==> config.mk <==
export PLATFORM = sky130hd
export DESIGN_NAME = vbr_header_parser
export DESIGN_NICKNAME = d
export VERILOG_FILES = /design/src/vhp_pkg.sv /design/src/vbr_header_parser.sv /design/src/vhp_in_reg.sv /design/src/vhp_step.sv /design/src/vhp_out_reg.sv
export VERILOG_INCLUDE_DIRS = /design/src /design/src/src
export SDC_FILE = /design/constraint.sdc
export NUM_CORES = 1
export LEC_CHECK = 0
export BUFFER_PORTS_ARGS = -buffer_cell sky130_fd_sc_hd__buf_2
export CAP_MARGIN = 25
export CORE_UTILIZATION = 50
export DETAILED_ROUTE_END_ITERATION = 16
export PLACE_DENSITY = 0.71
export SETUP_SLACK_MARGIN = 0.02
export SYNTH_ARGS = -nofsm -noshare
export SYNTH_HDL_FRONTEND = slang
export SYNTH_HIERARCHICAL = 1
export SYNTH_SLANG_ARGS = --single-unit
==> constraint.sdc <==
create_clock -name clk -period 15.25 [get_ports clk]
set_input_delay 0.7625 -clock clk [delete_from_list [all_inputs] [get_ports clk]]
set_output_delay 0.7625 -clock clk [all_outputs]
set_load 0.01 [all_outputs]
==> src/assert_macros.svh <==
// Assertion helpers, included by vhp_step.
`ifndef ASSERT_MACROS_SVH
`define ASSERT_MACROS_SVH

// Checks prop at every rising edge of clk, held off while the active-low reset is asserted.
`define ASSERT_CLK(label, clk, rst_n, prop) \
  label: assert property (@(posedge clk) disable iff (!rst_n) (prop)) \
    else $error("%m: check failed");

// Checks that cond never holds at a rising edge of clk outside reset.
`define ASSERT_NEVER(label, clk, rst_n, cond) \
  `ASSERT_CLK(label, clk, rst_n, !(cond))

`endif

==> src/vhp_pkg.sv <==
package vhp_pkg;

  localparam int TOC_ENTRIES = 100;

  localparam logic [31:0] MAGIC_WORD = 32'h58696E67;

  // Parser phases.
  localparam logic [2:0] PH_MAGIC  = 3'd0;
  localparam logic [2:0] PH_FLAGS  = 3'd1;
  localparam logic [2:0] PH_FRAMES = 3'd2;
  localparam logic [2:0] PH_BYTES  = 3'd3;
  localparam logic [2:0] PH_TOC    = 3'd4;
  localparam logic [2:0] PH_SCALE  = 3'd5;
  localparam logic [2:0] PH_WAIT   = 3'd6;

  // Result kinds.
  localparam logic [1:0] KIND_TOC  = 2'd0;
  localparam logic [1:0] KIND_OK   = 2'd1;
  localparam logic [1:0] KIND_FAIL = 2'd2;

  // Fail stages.
  localparam logic [2:0] STAGE_NONE  = 3'd0;
  localparam logic [2:0] STAGE_MAGIC = 3'd1;

  typedef struct packed {
    logic [7:0] data_byte;
    logic       last_byte;
  } in_item_t;

  typedef struct packed {
    logic [1:0]  kind;
    logic [2:0]  stage;
    logic [6:0]  toc_index;
    logic [7:0]  toc_value;
    logic [31:0] flags;
    logic [31:0] frames;
    logic [31:0] bytes;
    logic [31:0] scale;
  } result_t;

  // First optional phase after cur whose flag bit is set, else the waiting phase.
  function automatic logic [2:0] next_phase(logic [2:0] cur, logic [3:0] sel);
    logic [2:0] np;
    logic [2:0] p;
    np = PH_WAIT;
    for (int i = 3; i >= 0; i--) begin
      p = PH_FRAMES + 3'(i);
      if (sel[i] && (p > cur)) begin
        np = p;
      end
    end
    return np;
  endfunction

  // The magic phase reports as the magic-or-flags stage; the others report as themselves.
  function automatic logic [2:0] stage_of(logic [2:0] ph);
    return (ph == PH_MAGIC) ? STAGE_MAGIC : ph;
  endfunction

endpackage

==> src/vbr_header_parser.sv <==
// Channel  Direction  Payload
// in_      slave      tdata[7:0] = data_byte; tlast = last_byte
// out_     master     tuser[1:0] = result_kind; tdata = fail_stage, toc_index, toc_value,
//                     header_flags, frame_count, stream_bytes, scale_value (low bit up)
//
// Bytes stream through the parse step at one per cycle while the output is not stalled.
// An accepted input transaction waits in the input register, and its result is held in the output register.
// rst_n is synchronous and active low; it returns the parser to the magic phase.
// A stalled output holds its result while the input register still takes one more byte.
module vbr_header_parser (
  input  logic         clk,
  input  logic         rst_n,
  input  logic         in_tvalid,
  output logic         in_tready,
  input  logic [7:0]   in_tdata,    // data_byte[7:0]
  input  logic         in_tlast,    // last_byte
  output logic         out_tvalid,
  input  logic         out_tready,
  output logic [151:0] out_tdata,   // fail_stage[2:0], toc_index[9:3], toc_value[17:10],
                                    // header_flags[49:18], frame_count[81:50],
                                    // stream_bytes[113:82], scale_value[145:114], zero pad
  output logic [1:0]   out_tuser    // result_kind[1:0]
);

  logic              item_valid;
  vhp_pkg::in_item_t item;
  logic              out_free;
  logic              step_en;
  logic              res_valid;
  vhp_pkg::result_t  res;
  vhp_pkg::result_t  res_q;

  // A byte is parsed when it sits in the input register and the result register can take
  // whatever it produces. Bytes that produce no result still wait for a free slot, which
  // keeps the control simple and costs nothing while the consumer keeps up.
  assign step_en = item_valid && out_free;

  vhp_in_reg u_in_reg (
    .clk        (clk),
    .rst_n      (rst_n),
    .in_tvalid  (in_tvalid),
    .in_tready  (in_tready),
    .in_tdata   (in_tdata),
    .in_tlast   (in_tlast),
    .step_en    (step_en),
    .item_valid (item_valid),
    .item       (item)
  );

  // Phase tracking, field assembly and result formation for one byte.
  vhp_step u_step (
    .clk       (clk),
    .rst_n     (rst_n),
    .step_en   (step_en),
    .item      (item),
    .res_valid (res_valid),
    .res       (res)
  );

  vhp_out_reg u_out_reg (
    .clk        (clk),
    .rst_n      (rst_n),
    .load       (step_en && res_valid),
    .res        (res),
    .out_tready (out_tready),
    .out_free   (out_free),
    .out_valid  (out_tvalid),
    .res_q      (res_q)
  );

  // Pack the result fields from the lowest bit up, padded to whole bytes.
  assign out_tdata = {6'd0, res_q.scale, res_q.bytes, res_q.frames, res_q.flags,
                      res_q.toc_value, res_q.toc_index, res_q.stage};
  assign out_tuser = res_q.kind;

endmodule

==> src/vhp_in_reg.sv <==
module vhp_in_reg (
  input  logic              clk,
  input  logic              rst_n,
  input  logic              in_tvalid,
  output logic              in_tready,
  input  logic [7:0]        in_tdata,   // data_byte[7:0]
  input  logic              in_tlast,
  input  logic              step_en,
  output logic              item_valid,
  output vhp_pkg::in_item_t item
);

  logic              valid_r;
  logic              valid_nxt;
  vhp_pkg::in_item_t item_r;

  // The register may refill in the same cycle that its item moves on.
  assign in_tready = !valid_r || step_en;

  always_comb begin
    valid_nxt = valid_r;
    if (in_tvalid && in_tready) begin
      valid_nxt = 1'b1;
    end else if (step_en) begin
      valid_nxt = 1'b0;
    end
  end

  always_ff @(posedge clk) begin
    if (!rst_n) begin
      valid_r <= 1'b0;
    end else begin
      valid_r <= valid_nxt;
    end
  end

  always_ff @(posedge clk) begin
    if (in_tvalid && in_tready) begin
      item_r.data_byte <= in_tdata;
      item_r.last_byte <= in_tlast;
    end
  end

  assign item_valid = valid_r;
  assign item       = item_r;

endmodule

==> src/vhp_step.sv <==
`include "assert_macros.svh"

module vhp_step (
  input  logic              clk,
  input  logic              rst_n,
  input  logic              step_en,
  input  vhp_pkg::in_item_t item,
  output logic              res_valid,
  output vhp_pkg::result_t  res
);

  logic [2:0]  phase_r,  phase_nxt;
  logic [6:0]  bif_r,    bif_nxt;
  logic [23:0] asm_r,    asm_nxt;
  logic [31:0] flags_r,  flags_nxt;
  logic [31:0] frames_r, frames_nxt;
  logic [31:0] bytes_r,  bytes_nxt;
  logic [31:0] scale_r,  scale_nxt;

  logic [31:0] word;
  logic [6:0]  bif_inc;
  logic        complete;
  logic [2:0]  np;

  assign word    = {asm_r, item.data_byte};
  assign bif_inc = bif_r + 7'd1;
  assign complete = (phase_r == vhp_pkg::PH_TOC) ? (bif_inc >= 7'(vhp_pkg::TOC_ENTRIES))
                                                 : (bif_inc >= 7'd4);

  always_comb begin
    phase_nxt  = phase_r;
    bif_nxt    = bif_r;
    asm_nxt    = asm_r;
    flags_nxt  = flags_r;
    frames_nxt = frames_r;
    bytes_nxt  = bytes_r;
    scale_nxt  = scale_r;
    res_valid  = 1'b0;
    res        = '0;
    np         = vhp_pkg::PH_WAIT;

    if (phase_r > vhp_pkg::PH_SCALE) begin
      // Skipping the rest of a region after its result.
      if (item.last_byte) begin
        phase_nxt = vhp_pkg::PH_MAGIC;
      end
    end else begin
      asm_nxt = word[23:0];
      bif_nxt = bif_inc;
      if (!complete) begin
        if (item.last_byte) begin
          res_valid = 1'b1;
          res.kind  = vhp_pkg::KIND_FAIL;
          res.stage = vhp_pkg::stage_of(phase_r);
          phase_nxt = vhp_pkg::PH_MAGIC;
        end else if (phase_r == vhp_pkg::PH_TOC) begin
          res_valid     = 1'b1;
          res.kind      = vhp_pkg::KIND_TOC;
          res.toc_index = bif_r;
          res.toc_value = item.data_byte;
        end
      end else if ((phase_r == vhp_pkg::PH_MAGIC) && (word != vhp_pkg::MAGIC_WORD)) begin
        res_valid = 1'b1;
        res.kind  = vhp_pkg::KIND_FAIL;
        res.stage = vhp_pkg::STAGE_MAGIC;
        phase_nxt = item.last_byte ? vhp_pkg::PH_MAGIC : vhp_pkg::PH_WAIT;
      end else begin
        unique case (phase_r)
          vhp_pkg::PH_FLAGS:  flags_nxt  = word;
          vhp_pkg::PH_FRAMES: frames_nxt = word;
          vhp_pkg::PH_BYTES:  bytes_nxt  = word;
          vhp_pkg::PH_SCALE:  scale_nxt  = word;
          default: ;
        endcase
        bif_nxt = '0;
        asm_nxt = '0;
        np = (phase_r == vhp_pkg::PH_MAGIC) ? vhp_pkg::PH_FLAGS
                                            : vhp_pkg::next_phase(phase_r, flags_nxt[3:0]);
        phase_nxt = np;
        if (np == vhp_pkg::PH_WAIT) begin
          res_valid  = 1'b1;
          res.kind   = vhp_pkg::KIND_OK;
          res.flags  = flags_nxt;
          res.frames = frames_nxt;
          res.bytes  = bytes_nxt;
          res.scale  = scale_nxt;
          if (phase_r == vhp_pkg::PH_TOC) begin
            res.toc_index = bif_r;
            res.toc_value = item.data_byte;
          end
          if (item.last_byte) begin
            phase_nxt = vhp_pkg::PH_MAGIC;
          end
        end else if (item.last_byte) begin
          res_valid = 1'b1;
          res.kind  = vhp_pkg::KIND_FAIL;
          res.stage = vhp_pkg::stage_of(np);
          phase_nxt = vhp_pkg::PH_MAGIC;
        end else if (phase_r == vhp_pkg::PH_TOC) begin
          res_valid     = 1'b1;
          res.kind      = vhp_pkg::KIND_TOC;
          res.toc_index = bif_r;
          res.toc_value = item.data_byte;
        end
      end
    end

    // Every marked byte starts the next region from a clean slate.
    if (item.last_byte) begin
      phase_nxt  = vhp_pkg::PH_MAGIC;
      bif_nxt    = '0;
      asm_nxt    = '0;
      flags_nxt  = '0;
      frames_nxt = '0;
      bytes_nxt  = '0;
      scale_nxt  = '0;
    end
  end

  always_ff @(posedge clk) begin
    if (!rst_n) begin
      phase_r  <= vhp_pkg::PH_MAGIC;
      bif_r    <= '0;
      asm_r    <= '0;
      flags_r  <= '0;
      frames_r <= '0;
      bytes_r  <= '0;
      scale_r  <= '0;
    end else if (step_en) begin
      phase_r  <= phase_nxt;
      bif_r    <= bif_nxt;
      asm_r    <= asm_nxt;
      flags_r  <= flags_nxt;
      frames_r <= frames_nxt;
      bytes_r  <= bytes_nxt;
      scale_r  <= scale_nxt;
    end
  end

  logic toc_fire;
  logic end_fire;
  logic last_fire;
  logic clean_start;

  assign toc_fire    = step_en && res_valid && (res.kind == vhp_pkg::KIND_TOC);
  assign end_fire    = step_en && res_valid && (res.kind != vhp_pkg::KIND_TOC) &&
                       !item.last_byte;
  assign last_fire   = step_en && item.last_byte;
  assign clean_start = (phase_r == vhp_pkg::PH_MAGIC) && (bif_r == 7'd0) &&
                       (flags_r == 32'd0);

  `ASSERT_CLK(a_toc_in_toc_phase, clk, rst_n, toc_fire |-> (phase_r == vhp_pkg::PH_TOC))
  `ASSERT_CLK(a_wait_after_result, clk, rst_n, end_fire |=> (phase_r == vhp_pkg::PH_WAIT))
  `ASSERT_CLK(a_restart_on_last, clk, rst_n, last_fire |=> clean_start)

endmodule

==> src/vhp_out_reg.sv <==
module vhp_out_reg (
  input  logic             clk,
  input  logic             rst_n,
  input  logic             load,
  input  vhp_pkg::result_t res,
  input  logic             out_tready,
  output logic             out_free,
  output logic             out_valid,
  output vhp_pkg::result_t res_q
);

  logic             valid_r;
  logic             valid_nxt;
  vhp_pkg::result_t res_r;

  assign out_free = !valid_r || out_tready;

  always_comb begin
    valid_nxt = valid_r;
    if (load) begin
      valid_nxt = 1'b1;
    end else if (out_tready) begin
      valid_nxt = 1'b0;
    end
  end

  always_ff @(posedge clk) begin
    if (!rst_n) begin
      valid_r <= 1'b0;
    end else begin
      valid_r <= valid_nxt;
    end
  end

  always_ff @(posedge clk) begin
    if (load) begin
      res_r <= res;
    end
  end

  assign out_valid = valid_r;
  assign res_q     = res_r;

endmodule
==> results of run 1 <==
[routing by layer]
layer  vias to the layer above  part of all wire [%]  routed length, microns  GRT usage, %
met2                       467                    47                   16100          39.3
met4                         0                   2.2                     749          8.67
met5                         -                     0                       0             0
met1                      4946                    44                   15100          36.7
met3                        52                   7.5                    2610          3.86
li1                       4709                     -                       -             -
[worst max-delay path by stage]
stage	start	endpoint	slack (ns)	cells past startpoint
after floorplan	u_step/bif_r[0]	u_out_reg/res_q[0]	9.37	10
after global placement	u_step/bif_r[1]	u_out_reg/res_q[112]	11.02	9
after detailed placement	u_step/bif_r[0]	u_out_reg/res_q[17]	10.79	9
after CTS	u_step/bif_r[0]	u_out_reg/res_q[10]	10.79	9
after global routing	u_step/bif_r[0]	u_out_reg/res_q[109]	10.48	9
final	u_step/bif_r[0]	u_out_reg/res_q[112]	10.84	9
[state kept, by name, indices dropped and copies added (netlist names), 3 cells and up]
signal and count:
u_step/asm_r 24, u_step/scale_r 32, u_step/flags_r 32, u_step/frames_r 32, u_in_reg/item 9, u_step/bif_r 7
u_step/phase_r 3, u_out_reg/res_q 148, u_step/bytes_r 32
[cells in the mapped netlist (2+ instances only)]
library cell	n	area, sq um
sky130_fd_sc_hd__a21o_1	2	15.0
sky130_fd_sc_hd__o21bai_1	2	15.0
sky130_fd_sc_hd__edfxtp_1	157	4710
sky130_fd_sc_hd__or3_1	3	18.8
sky130_fd_sc_hd__clkbuf_1	76	285
sky130_fd_sc_hd__nor3_1	8	40.0
sky130_fd_sc_hd__mux2i_1	2	20.0
sky130_fd_sc_hd__and4b_1	2	20.0
sky130_fd_sc_hd__nand3_1	2	10.0
sky130_fd_sc_hd__o21a_1	4	30.0
sky130_fd_sc_hd__nand2b_4	2	27.5
sky130_fd_sc_hd__nand2b_1	3	18.8
sky130_fd_sc_hd__nor4bb_1	5	50.1
sky130_fd_sc_hd__a21boi_2	2	22.5
sky130_fd_sc_hd__buf_6	9	101
sky130_fd_sc_hd__buf_1	18	67.6
sky130_fd_sc_hd__inv_1	7	26.3
sky130_fd_sc_hd__o21ai_0	4	20.0
sky130_fd_sc_hd__buf_2	29	145
sky130_fd_sc_hd__o211ai_1	2	15.0
sky130_fd_sc_hd__dfxtp_1	164	3280
sky130_fd_sc_hd__nor3b_1	2	15.0
sky130_fd_sc_hd__nor2_1	29	109
sky130_fd_sc_hd__o22ai_1	35	219
sky130_fd_sc_hd__nand2_1	355	1330
sky130_fd_sc_hd__a21oi_1	139	696
sky130_fd_sc_hd__a211oi_2	4	50.1
sky130_fd_sc_hd__a22o_1	35	307
sky130_fd_sc_hd__o2bb2ai_1	25	219
sky130_fd_sc_hd__nand3_2	2	20.0
sky130_fd_sc_hd__mux2_2	2	22.5
sky130_fd_sc_hd__a211oi_1	4	30.0
sky130_fd_sc_hd__nor2b_1	2	12.5
sky130_fd_sc_hd__and2_1	5	31.3
sky130_fd_sc_hd__ha_1	2	25.0
sky130_fd_sc_hd__buf_4	6	45.0
sky130_fd_sc_hd__o21ai_1	4	20.0
sky130_fd_sc_hd__and3_1	5	31.3
sky130_fd_sc_hd__nor4_1	4	25.0
sky130_fd_sc_hd__a2111oi_4	2	55.1
sky130_fd_sc_hd__a32o_1	64	641
sky130_fd_sc_hd__nand4_1	4	25.0
[critical path: cells and delay by family (launching register included)]
kind                     cells  cell delay (ns)
AO/OA/AOI/OAI                4             1.01
buffers and inverters        1             0.82
adder cells (fa/ha/maj)      1             0.35
AND/OR/NAND/NOR              3             1.14
flip-flops                   1             0.53
[through the flow]
| step | util [%] | cells | power (W) | worst slack, ns | hold slack, ns |
|---|---|---|---|---|---|
| finish | 59.7 | 1706 | 0.00188 | 10.84 | 0.427 |
| global route | 59.7 | 1706 | 0.00194 | 10.48 | 0.417 |
| CTS | 59.7 | 1706 | 0.00190 | 10.79 | 0.415 |
| detailed placement | 54.9 | 1645 | 0.00102 | 10.79 | 0.453 |
| global placement | 54.8 | 1644 | 0.00102 | 11.02 | 0.444 |
| floorplan | - | 1266 | 0.000990 | 9.37 | 0.436 |
[area by class of cell]
| cell class | count | share of cell area (%) |
|---|---|---|
| Clock buffer | 41 | 6.31 |
| Tap cell | 330 | 2.72 |
| Multi-Input combinational cell | 800 | 29.8 |
| Inverter | 7 | 0.173 |
| Timing Repair Buffer | 187 | 6.72 |
| Sequential cell | 321 | 52.6 |
| Clock inverter | 20 | 1.63 |
[power by group]
group / internal, W / switching [W]
combinational: 0.0000194 / 0.0000469
sequential: 0.000920 / 0.0000140
clock: 0.000537 / 0.000345
[cells in the final DEF, fill, tap and decap left out, types with 5 or more instances in the layout]
master	instances
sky130_fd_sc_hd__a21oi_1	138
sky130_fd_sc_hd__a22o_1	35
sky130_fd_sc_hd__a32o_1	64
sky130_fd_sc_hd__and2_1	5
sky130_fd_sc_hd__buf_2	161
sky130_fd_sc_hd__buf_4	25
sky130_fd_sc_hd__bufinv_16	5
sky130_fd_sc_hd__clkbuf_16	36
sky130_fd_sc_hd__clkinv_2	7
sky130_fd_sc_hd__conb_1	6
sky130_fd_sc_hd__dfxtp_1	164
sky130_fd_sc_hd__edfxtp_1	157
sky130_fd_sc_hd__inv_1	7
sky130_fd_sc_hd__nand2_1	355
sky130_fd_sc_hd__nor2_1	27
sky130_fd_sc_hd__nor3_1	8
sky130_fd_sc_hd__nor4bb_1	5
sky130_fd_sc_hd__o22ai_1	35
sky130_fd_sc_hd__o2bb2ai_1	25
[cell families (layout without fill, tap and decap cells)]
family / count (synthesis) / in the layout / share of synthesized area (%)
muxes: 4 / 4 / 0.324
xor gates and xnor gates: 1 / 1 / 0.0667
and+or+nand+nor: 439 / 439 / 14.1
buffers and inverters: 145 / 255 / 5.10
adders and majority gates: 2 / 2 / 0.190
AOI/OAI and AO/OA: 348 / 348 / 19.4
DFF: 321 / 321 / 60.9
other: 1 / 6 / 0.0285
==> results.md, run 1 <==
Floorplan:
- The area of the core is 0.0255 sq mm.
- The area of the die is 0.0269 sq mm.
- The width of the die is between 150 and 200 microns.
- The die outline height is roughly 160 microns.
- approximately 170 I/O pins were placed.
- The floorplan has 58 rows.
- The initial utilization of the core area, before any placement, comes to around 52%.

Yosys:
- The share of synthesized flip-flops with an asynchronous set or reset is 0%.
- The unique cell type count in the Yosys netlist is 70.
- The number of flip-flops and latches in the synthesized netlist is 321.
- The synthesized instance count is roughly 1,300.
- The mapped cell area is 0.0131 sq mm.
- The number of enable-type register cells in the synthesized netlist is 157.
- For this run, the register share of the synthesized area comes to 60.9%.
- The Yosys warning count is 6.
- The most used flip-flop cell after synthesis is sky130_fd_sc_hd__dfxtp_1.
- In this run the mean area of a mapped cell was roughly 10 sq um.

Placed design:
- The congestion estimate from routability-driven global placement came to about 0.84.
- The placed wire-length estimate is 20,700 microns.
- Buffers placed on the I/O ports in this run total between 150 and 200.
- In this run the cell area measured after placement is 0.0140 sq mm.

Min path:
- The worst hold path terminates at u_in_reg/item[5].
- The path category of the worst min-delay check is input pin to flop.
- The hold path startpoint is in_tdata[4].
- Counting instances, the worst hold path has a depth of 1.

CTS:
- TritonCTS built the clock tree.
- The tree is rooted in a sky130_fd_sc_hd__clkbuf_16.
- CTS built an H-tree with a depth of 2.
- In this run, CTS created clock tree buffers numbering 34.
- The number of sinks on the clock net is 321.
- Clock latency on the worst-skew pair, taken at its later pin, is 0.52 ns.
- After clock tree synthesis, the repair step resized 0 gates.
- The number of buffers inserted for hold repair after clock tree synthesis is 0.
- The clock-pin slew of the registers on the worst-case setup and hold paths is approximately 0.060 ns.
- The maximum root-to-sink buffer count is 3.
- The number of setup buffers added after CTS is 0.

Power:
- The leakage component of the power is approximately 5 nW.
- The total power density per cell area is 124 mW/mm^2.
- Across the VDD grid, the largest voltage drop is 0.000113 V.

STA:
- The clock tree skew after final layout is ~0.015 ns.
- The total negative slack for setup checks is 0 ns.
- The final count of pins violating max slew came to 0.
- The worst path uses 28.9% of the clock period.
- The number of endpoints with negative hold slack in the final report came to 0.
- Setup repair after global routing left no endpoint under its margin.
- Setup violations remaining at the end of the flow were counted as 0.
- The relative max-transition margin is 25.8%.
- The slew at the pin with the worst max-slew slack is around 1.1 ns.
- The worst path needs between 4 and 5 ns of the cycle, external delays included.
- The maximum clock frequency is 0.227 GHz.

Global routing:
- For this run the aggregate overflow at the end of global routing stands at 0.
- The initial antenna violation count is 0.
- In the global route stage, overall resource usage came out at 25.5%.
- Entering global routing, the biggest net connects 87 pins.
- The via count of the first global-routing pass is 9,314.
- The first global-routing pass estimated 52,700 microns of wire.

Detailed routing:
- The number of iterations in the first detailed-routing pass is 5.
- Using the TritonRoute via totals, the vias-per-cell ratio works out to a little under 6.
- After the first detailed-routing iteration, the DRC count stood at 1,137.
- After detailed routing, the number of remaining DRC violations is 0.
- The sum of routed wire length over all layers is 34,600 microns.
- For this block, the via count after detailed routing is 10,200.
- The remaining antenna violation count is 0.
- The average routed wire per standard cell is roughly 20 microns.

Setup path:
- The worst setup path is captured at a flop.
- Walking the worst path, the cells encountered are ha_1 -> nand2_1 -> nor3_4 -> o211ai_2 -> a21o_1 -> a2bb2oi_1 -> o31a_1 -> and3_4 -> buf_4.
- The worst register-to-register path has a setup slack of between 10 and 15 ns.
- The capture instance of the worst register-to-register path is u_out_reg/res_q[112].
- The worst path required time is roughly 15 ns.
- Among all stages on the critical path, the largest delay is contributed by sky130_fd_sc_hd__buf_4.
- For this run, the slowest stage of the critical path takes ~0.8 ns.
- In this run the critical register-to-register path is launched from u_step/bif_r[0].
- The category of the worst setup path launch point is a flop.
- The category of the most critical setup path is flop to flop.
- Counting cells, the worst reg-to-reg path comes to 9.
- Along the worst path, the maximum fanout reaches 76.
- STA puts the critical path data arrival time at around 4.5 ns.

Run status:
- The flow ran to the end, and the final reports show no timing, DRC or antenna violations.

Layout:
- Summing all flip-flop and latch instances after layout gives about 0.0080 sq mm.
- The combined area of the multi-input logic cells is 0.00454 sq mm.
- For this run, the post-layout net count is about 1,400.
- In the final layout, the share of cells above drive strength 1 is 20.1%.
- The area growth from synthesis to layout is 15.7%.
- The filler cell count in the final layout is 2,153.
- The count of inserted antenna diode cells is 0.
- After routing the design area is 0.0152 sq mm.

Run:
- Max-cap violations in this run came to 0.
(Power assumes the default switching activity.)
==> inputs of run 2 (changes only) <==
--- a/config.mk
+++ b/config.mk
@@ -6,11 +6,12 @@
 export SDC_FILE = /design/constraint.sdc
 export NUM_CORES = 1
 export LEC_CHECK = 0
+export ABC_AREA = 1
 export BUFFER_PORTS_ARGS = -buffer_cell sky130_fd_sc_hd__buf_2
 export CAP_MARGIN = 25
 export CORE_UTILIZATION = 50
 export DETAILED_ROUTE_END_ITERATION = 16
-export PLACE_DENSITY = 0.71
+export PLACE_DENSITY = 0.7
 export SETUP_SLACK_MARGIN = 0.02
 export SYNTH_ARGS = -nofsm -noshare
 export SYNTH_HDL_FRONTEND = slang
==> constraint.sdc (replaced) <==
create_clock -name clk -period 4.1 [get_ports clk]
set_input_delay 0.205 -clock clk [delete_from_list [all_inputs] [get_ports clk]]
set_output_delay 0.205 -clock clk [all_outputs]
set_load 0.01 [all_outputs]
==> run 2 against run 1 <==
Effect of this change:
- routed wire length shrank 7.6%
- maximum frequency grew 29%
- synthesized cell count grew 30%
- total power grew to 3.6 times the previous value
- setup slack lost 10 ns
- first-iteration DRC count shrank 6.9%
- non-clock buffer count grew 4
- synthesized area grew 4.2%
- core utilization shrank 0.69 points
- register-to-register slack lost 10 ns
- clock-buffer cell count grew 8
==> results.md, run 2 <==
Run status:
- The run finished with clean final reports.

STA:
- The final count of pins violating max slew is 0 (unchanged).
- Setup repair after global routing left no endpoint under its margin.
- The count of final setup violators is 0 (unchanged).
- The minimum period implied by the final worst setup slack was 3.41 ns (-1.00 ns).
- The slew at the pin with the worst max-slew slack is 1.00 ns (-0.114 ns).
- The relative max-transition margin came to 33.2% (+7.5 points).
- The maximum clock frequency came to 0.293 GHz (+29%).
- The ratio of final minimum period to clock period came to 83.1% (+54 points).
- The number of endpoints with negative hold slack in the final report is 0 (unchanged).
- The total negative slack for setup checks came to 0 ns (unchanged).
- The clock tree skew after final layout came to 0.0106 ns (-0.00471 ns).
- The slack of the critical path is 0.691 ns (-10.15 ns).

Yosys:
- Of all cell types, the one taking the most synthesized area is sky130_fd_sc_hd__edfxtp_1.
- The share of synthesized flip-flops with an asynchronous set or reset was 0% (unchanged).
- By count the netlist is led by sky130_fd_sc_hd__nand2_1, sky130_fd_sc_hd__inv_1, sky130_fd_sc_hd__a21oi_1.
- In the synthesized netlist the dominant register cell turns out to be sky130_fd_sc_hd__dfxtp_1.
- The unique cell type count in the Yosys netlist is 30 (-57%).
- The synthesized instance count is 1,634 (+30%).
- The Yosys warning count was 6 (unchanged).
- The average size of a mapped cell is 8.38 sq um (-20%).
- The number of enable-type register cells in the synthesized netlist is 157 (unchanged).
- The sequential cell area fraction in the yosys report is 58.4% (-2.4 points).
- By instance count, the leading cell after synthesis is sky130_fd_sc_hd__nand2_1.
- The mapped cell area is 0.0137 sq mm (+4.2%).
- By area the synthesized netlist is led by sky130_fd_sc_hd__edfxtp_1, sky130_fd_sc_hd__dfxtp_1, sky130_fd_sc_hd__nand2_1.
- The share of the synthesized area in the top cell type came to 34.4% (-1.4 points).
- The number of flip-flops and latches in the synthesized netlist came to 321 (unchanged).

Placed design:
- The weighted congestion at the end of routability-driven global placement is 0.912 (+8.0%).
- The minimum setup slack after placement is 1.04 ns (-9.75 ns).
- The number of buffers added on ports is 162 (unchanged).
- The placed wire-length estimate is 19,700 microns (-4.8%).

Global routing:
- The overall fraction of global-route tracks in use came to 22.8% (-2.8 points).
- The via count of the first global-routing pass was 10,200 (+9.4%).
- The initial antenna violation count was 0 (unchanged).
- The global-route congestion overflow total is 0 (unchanged).
- The maximum number of pins on one net before global-route repair is 99 (+14%).
- The first-pass GRT wire length is 51,400 microns (-2.6%).

CTS:
- The clock buffer count from CTS is 35 (+2.9%).
- The TritonCTS clock tree is built.
- The H-tree depth reported by CTS was 2 (unchanged).
- The number of sinks on the clock net was 321 (unchanged).
- The number of setup buffers added after CTS came to 0 (unchanged).
- The maximum root-to-sink buffer count is 3 (unchanged).
- The clock tree root driver cell is sky130_fd_sc_hd__clkbuf_16.
- The clock-pin slew of the registers on the worst-case setup and hold paths is 0.06 ns (about the same).
- The clock latency of the later-clocked register in the worst-skew pair came to 0.50 ns (-0.02 ns).

Power:
- The leakage component of the power was 5.28 nW (+6.9%).
- The combinational fraction of design power came to 4.0% (+0.5 points).
- The net load switching power is 0.00148 W (+260%).
- The internal power consumption is 0.00531 W (+260%).
- The sequential group share of total power is 50.8% (+1.2 points).
- The worst voltage drop across the vdd grid is 0.000355 V (+210%).
- The total power density per cell area is 428 mW/mm^2 (+250%).
- The fraction of power consumed by the clock network was 45.2% (-1.7 points).
- The proportion of total power due to net switching came to 21.8% (+0.21 points).

Run:
- The number of maximum-capacitance constraint violations is 0 (unchanged).

Floorplan:
- The area of the core was 0.0269 sq mm (+5.5%).
- The area of the die is 0.0280 sq mm (+4.1%).
- The die outline height came to 167 microns (+2.0%).
- The count of boundary I/O pins was 169 (unchanged).
- The initial cell density of the core came to 50.9% (-0.66 points).
- The number of cell rows is 60 (+3.4%).
- The width of the die was 167 microns (+2.0%).

Detailed routing:
- The remaining antenna violation count came to 0 (unchanged).
- The detailed-route via count was 11,000 (+8.3%).
- The DRC marker count from the first detailed-route iteration was 1,058 (-6.9%).
- The average routed wire per standard cell is 15.0 microns (-26%).
- The number of iterations in the first detailed-routing pass is 6 (+1).
- The remaining routing DRC violations was 0 (unchanged).
- The sum of routed wire length over all layers is 32,000 microns (-7.6%).
- The detail-routed via count per cell is 5.18 (-13%).

Layout:
- The number of flip-flops in the largest register came to 148 (unchanged).
- Leaving out fill and tap cells, the most frequent cells in the layout are sky130_fd_sc_hd__nand2_1, sky130_fd_sc_hd__inv_1, sky130_fd_sc_hd__a21oi_1.
- The final core area utilization is 59.0% (-0.69 points).
- The area growth from synthesis to layout is 15.8%.
- The library cell used most frequently in the layout, excluding fill and tap cells, is sky130_fd_sc_hd__nand2_1.
- The final net count is 1,776 (+30%).
- The share of cells above drive strength 1 is 14.4% (-5.7 points).
- The count of inserted antenna diode cells was 0 (unchanged).

Setup path:
- The critical-path maximum fanout was 65 (-14%).
- The data arrival time of the critical path was 3.86 ns (-0.68 ns).
- For this design, the slowest cell found on the critical path is sky130_fd_sc_hd__dlygate4sd3_1.
- The stage delay of the slowest cell on the critical path was 0.55 ns (-0.27 ns).
- By startpoint and endpoint, the worst setup path is classified as flop to flop.
- The buffering stage count on the worst path with inverters included is 4 (+3).
- The worst setup slack for register-to-register paths is 0.69 ns (-10.15 ns).
- The kind of cell with the highest combined delay along the critical path is simple AND/OR/NAND/NOR gates.
- The worst setup path is launched from a flop.
- The worst path required time is 4.55 ns (-10.83 ns).
- The endpoint kind of the worst setup timing path is a flop.
- The signal on the critical path passes through nor2_4 -> nand2_2 -> o21ai_1 -> nand3_1 -> nand3_1 -> nor2_1 -> o21ai_0 -> a21oi_1 -> inv_1 -> nor2_4 -> buf_12 -> inv_1 -> a21oi_2 -> dlygate4sd3_1.

Min path:
- In this run the worst hold path is classified as input pin to flop.
[run 2: changes by cell type after synthesis, moves of 38 or more]
| cell | delta |
|---|---|
| sky130_fd_sc_hd__nand2_1 | +129 |
| sky130_fd_sc_hd__o21ai_0 | +125 |
| sky130_fd_sc_hd__nand3_1 | +38 |
| sky130_fd_sc_hd__inv_1 | +177 |
| sky130_fd_sc_hd__nor2_1 | +133 |
| sky130_fd_sc_hd__a32o_1 | -64 |
[run 2: power by group through the flow]
stage,sequential (W),combinational (W),clock (W)
after floorplan,0.00353,0.000136,0
after CTS,0.00345,0.000267,0.00311
after detailed placement,0.00352,0.000256,0
after global routing,0.00345,0.000292,0.00323
after global placement,0.00352,0.000255,0
final,0.00345,0.000270,0.00307
[run 2: routing by layer]
metal / global-route usage (%) / vias up / share of wire [%]
li1: - / 5438 / -
met1: 31.9 / 5181 / 46
met2: 36.6 / 363 / 46
met3: 3.64 / 38 / 6.3
met4: 6.18 / 0 / 1.3
met5: 0 / - / 0
[run 2: layout make-up]
cell class	count	area, sq um
Fill cell	2385	11000
Sequential cell	321	8000
Multi-Input combinational cell	1024	4440
Timing Repair Buffer	191	1150
Clock buffer	49	1030
Inverter	188	708
Tap cell	341	427
Clock inverter	14	104
[run 2: path summary, 6_finish.rpt]
kind	to	depth (start not counted)	start
max	u_out_reg/out_valid	14	u_step/phase_r[2]
min	u_in_reg/item[8]	2	in_tdata[7]
max reg2reg	u_out_reg/out_valid	14	u_step/phase_r[2]
min reg2reg	u_step/bytes_r[15]	2	u_step/bytes_r[15]
[run 2: logic make-up (layout without fill, tap and decap cells)]
group	Yosys count	after routing	share of synthesized area (%)
other	1	6	0.0274
buffers and inverters	294	442	9.69
xor gates and xnor gates	2	2	0.128
AOI/OAI and AO/OA	306	306	11.3
adders and majority gates	2	2	0.183
and+or+nand+nor	708	708	20.2
DFF	321	321	58.4
[run 2: worst register-to-register path: stages (launching register included)]
cell and delay (ns):
sky130_fd_sc_hd__dfxtp_1 0.50, sky130_fd_sc_hd__nor2_4 0.09, sky130_fd_sc_hd__nand2_2 0.43, sky130_fd_sc_hd__o21ai_1 0.21
sky130_fd_sc_hd__nand3_1 0.15, sky130_fd_sc_hd__nand3_1 0.10, sky130_fd_sc_hd__nor2_1 0.25, sky130_fd_sc_hd__o21ai_0 0.17
sky130_fd_sc_hd__a21oi_1 0.15, sky130_fd_sc_hd__inv_1 0.08, sky130_fd_sc_hd__nor2_4 0.15, sky130_fd_sc_hd__buf_12 0.30
sky130_fd_sc_hd__inv_1 0.11, sky130_fd_sc_hd__a21oi_2 0.11, sky130_fd_sc_hd__dlygate4sd3_1 0.55
[run 2: repair_timing]
| action | 4_1_cts | 5_1_grt |
|---|---|---|
| endpoints found under the hold margin | 12 | 0 |
| gates resized for setup | 0 | 0 |
| hold buffers | 14 | 0 |
| endpoints found under the setup margin | 0 | 0 |
[run 2: through the flow]
step / hold WS, ns / instances / power, W / cell area, sq um
CTS: 0.392 / 2127 / 0.00683 / 15800
detailed placement: 0.384 / 2050 / 0.00377 / 14600
global route: 0.405 / 2128 / 0.00697 / 15900
finish: 0.410 / 2128 / 0.00679 / 15900
floorplan: 0.304 / 1639 / 0.00367 / 13700
global placement: 0.381 / 2050 / 0.00377 / 14600
==> inputs of run 3 (changes only) <==
--- a/config.mk
+++ b/config.mk
@@ -11,7 +11,7 @@
 export CAP_MARGIN = 25
 export CORE_UTILIZATION = 50
 export DETAILED_ROUTE_END_ITERATION = 16
-export PLACE_DENSITY = 0.7
+export PLACE_DENSITY = 0.73
 export SETUP_SLACK_MARGIN = 0.02
 export SYNTH_ARGS = -nofsm -noshare
 export SYNTH_HDL_FRONTEND = slang
==> constraint.sdc (replaced) <==
create_clock -name clk -period 3 [get_ports clk]
set_input_delay 0.15 -clock clk [delete_from_list [all_inputs] [get_ports clk]]
set_output_delay 0.15 -clock clk [all_outputs]
set_load 0.01 [all_outputs]
==> run 3 against run 2 <==
Effect of this change:
- routed wire length rose by 2.2%
- hold slack got worse by 0.048 ns
- critical path depth down 3
- combinational power up 40%
- first-iteration DRC count is 1.3% higher
- flip-flop and latch count unchanged
- setup slack lost 0.43 ns
- clock skew up 0.0064 ns
- die area unchanged
- sequential share of layout area about the same
- critical endpoint is now u_out_reg/res_q[135]
==> results.md, run 3 (synthesis gave the netlist of run 2 again) <==
STA:
- The slew at the pin with the worst max-slew slack came to 0.985 ns (-0.0153 ns).
- The maximum clock frequency is 0.366 GHz (+25%).
- The count of final setup violators is 0 (unchanged).
- The relative max-transition margin came to 34.4% (+1.1 points).
- Setup repair after global routing could not meet its margin everywhere.
- The final count of pins violating max slew is 0 (unchanged).
- The number of endpoints with negative hold slack in the final report was 0 (unchanged).
- The minimum period implied by the final worst setup slack is 2.74 ns (-0.673 ns).
- The ratio of final minimum period to clock period came to 91.2% (+8.1 points).
- The clock tree skew after final layout is 0.0169 ns (+0.00636 ns).
- The post-route worst hold slack is 0.362 ns (-0.0475 ns).

Setup path:
- The origin of the critical flop-to-flop path is u_step/phase_r[0].
- Walking the worst path, the cells encountered are nand2_2 -> nand2_1 -> o21ai_1 -> nand2_1 -> nand3_1 -> nor2_1 -> o21ai_1 -> a21oi_1 -> inv_1 -> nor2_4 -> buf_6.
- The category of the worst setup path launch point is a flop.
- STA classifies the critical path endpoint as a flop.
- In this run the worst setup path begins at u_step/phase_r[0].
- The most critical setup path has its endpoint at u_out_reg/res_q[135].
- The stage delay of the slowest cell on the critical path is 0.52 ns (-0.03 ns).
- The worst setup slack for register-to-register paths is 0.26 ns (-0.43 ns).
- Among all stages on the critical path, the largest delay is contributed by sky130_fd_sc_hd__dfxtp_1.
- The critical-path maximum fanout is 46 (-29%).
- The worst path required time is 3.15 ns (-1.40 ns).
- In this run the critical register-to-register path is captured at u_out_reg/res_q[135].
- The worst reg2reg path depth is 11 (-3).
- The data arrival time of the critical path is 2.89 ns (-0.97 ns).
- The category of the most critical setup path is flop to flop.

Detailed routing:
- The remaining routing DRC violations is 0 (unchanged).
- The sum of routed wire length over all layers is 32,700 microns (+2.2%).
- The DRC marker count from the first detailed-route iteration is 1,072 (+1.3%).
- The detail-routed via count per cell is 5.22 (+0.78%).
- The average routed wire per standard cell is 15.3 microns (+2.1%).
- The number of iterations in the first detailed-routing pass is 6 (unchanged).
- The remaining antenna violation count is 0 (unchanged).
- The detailed-route via count was 11,100 (+0.93%).

Placed design:
- The number of buffers added on ports was 162 (unchanged).
- The placed wire-length estimate came to 20,200 microns (+2.7%).
- The weighted congestion at the end of routability-driven global placement is 0.910 (-0.20%).
- The placed instance area is 0.0147 sq mm (+0.75%).

CTS:
- The number of sinks on the clock net was 321 (unchanged).
- The clock latency of the later-clocked register in the worst-skew pair came to 0.51 ns (about the same).
- The clock tree root driver cell is sky130_fd_sc_hd__clkbuf_16.
- The H-tree depth reported by CTS is 2 (unchanged).
- TritonCTS built the clock tree.
- The clock-pin slew of the registers on the worst-case setup and hold paths is 0.06 ns (about the same).
- The maximum root-to-sink buffer count is 3 (unchanged).
- The number of setup buffers added after CTS was 0 (unchanged).
- The clock buffer count from CTS came to 34 (-2.9%).

Floorplan:
- The die outline height is 167 microns (unchanged).
- The area of the die is 0.0280 sq mm (unchanged).
- The initial cell density of the core is 50.9% (unchanged).
- The width of the die is 167 microns (unchanged).
- The area of the core is 0.0269 sq mm (unchanged).
- The number of cell rows is 60 (unchanged).
- The count of boundary I/O pins was 169 (unchanged).

Layout:
- The synthesis-to-finish area growth is 15.9% (about the same).
- The filler cell count in the final layout is 2,347 (-1.6%).
- The final core area utilization is 59.0% (about the same).
- The share of cells above drive strength 1 is 14.4% (+0.032 points).
- The final design area excluding fillers is 0.0159 sq mm (about the same).
- The number of flip-flops in the largest register came to 148 (unchanged).
- The final net count was 1,780 (+0.23%).
- The count of inserted antenna diode cells came to 0 (unchanged).
- The library cells used most frequently in the layout, excluding fill and tap cells, are sky130_fd_sc_hd__nand2_1, sky130_fd_sc_hd__inv_1, sky130_fd_sc_hd__a21oi_1.
- The library cell used most frequently in the layout, excluding fill and tap cells, is sky130_fd_sc_hd__nand2_1.

Run:
- The number of maximum-capacitance constraint violations came to 0 (unchanged).

Power:
- The total power consumption of the routed design is 0.00905 W (+33%).
- The total power density per cell area was 571 mW/mm^2 (+33%).
- The leakage component of the power was 5.27 nW (-0.19%).
- The worst voltage drop across the vdd grid is 0.000406 V (+14%).

Global routing:
- The via count of the first global-routing pass was 10,400 (+2.0%).
- The initial antenna violation count was 0 (unchanged).
- The first-pass GRT wire length was 52,100 microns (+1.5%).
- The overall fraction of global-route tracks in use came to 23.1% (+0.35 points).
- The maximum number of pins on one net before global-route repair is 93 (-6.1%).
- The global-route congestion overflow total is 0 (unchanged).

Run status:
- The flow ran to the end, and the final reports show no timing, DRC or antenna violations.

Min path:
- The tightest min-delay check is of the input pin to flop type.
## run 3: cell types whose count changed in the layout (fill, tap and decap cells not counted), moves of 2 or more
cell | previous run | this run
sky130_fd_sc_hd__buf_12 | 5 | 8
sky130_fd_sc_hd__clkinv_2 | 6 | 1
sky130_fd_sc_hd__clkinv_1 | 4 | 2
sky130_fd_sc_hd__buf_4 | 9 | 11
sky130_fd_sc_hd__clkbuf_1 | 7 | 15
sky130_fd_sc_hd__clkbuf_16 | 38 | 36
## run 3: report_power, final
| part | total, W | internal (W) | switching, W |
|---|---|---|---|
| combinational | 0.000377 | 0.000107 | 0.000270 |
| sequential | 0.00471 | 0.00467 | 0.0000434 |
| clock | 0.00396 | 0.00234 | 0.00162 |
## run 3: final cells by class
cell class                 instances  area [sq um]  share of cell area [%]
sequential                       321          8010                    50.5
multi-input combinational       1024          4450                    28.1
timing repair buffer             196          1220                    7.69
clock buffer                      55           986                    6.22
inverter                         188           708                    4.47
tap                              341           427                    2.69
clock inverter                     6          60.1                   0.379
## run 3: timing repair
action | in CTS | in global routing
hold endpoints to repair | 12 | 0
hold buffers | 13 | 0
setup endpoints to repair | 0 | 44
resized for setup | 0 | 2
## run 3: through the flow
stage                     std cells  setup slack (ns)  setup TNS, ns
after detailed placement       2056             0.304              0
after floorplan                1639             -1.05        -156.42
after CTS                      2130             0.265              0
after global routing           2131            0.0244              0
after global placement         2056             0.352              0
final                          2131             0.264              0
## run 3: metal layers
metal	part of all wire (%)	global-route usage [%]	vias up
li1	-	-	5442
met3	7.3	4.07	56
met5	0	0	-
met2	47	37.0	457
met1	44	31.9	5167
met4	2.2	7.34	0
## run 3: worst max-delay path: cells and delay by family, from the launching register on
kind | cells | cell delay (ns)
simple gates | 6 | 0.97
flops | 1 | 0.52
buf+inv | 2 | 0.50
compound gates | 3 | 0.36
## run 3: worst min-delay path by stage
stage,from,end,slack [ns],cells after the start
2_1_floorplan,in_tlast,u_in_reg/item[0],0.25,0
3_3_place_gp,in_tdata[6],u_in_reg/item[7],0.33,1
3_5_place_dp,in_tlast,u_in_reg/item[0],0.33,1
4_1_cts,in_tdata[4],u_in_reg/item[5],0.34,2
5_1_grt,in_tdata[7],u_in_reg/item[8],0.37,2
6_report,in_tlast,u_in_reg/item[0],0.36,2
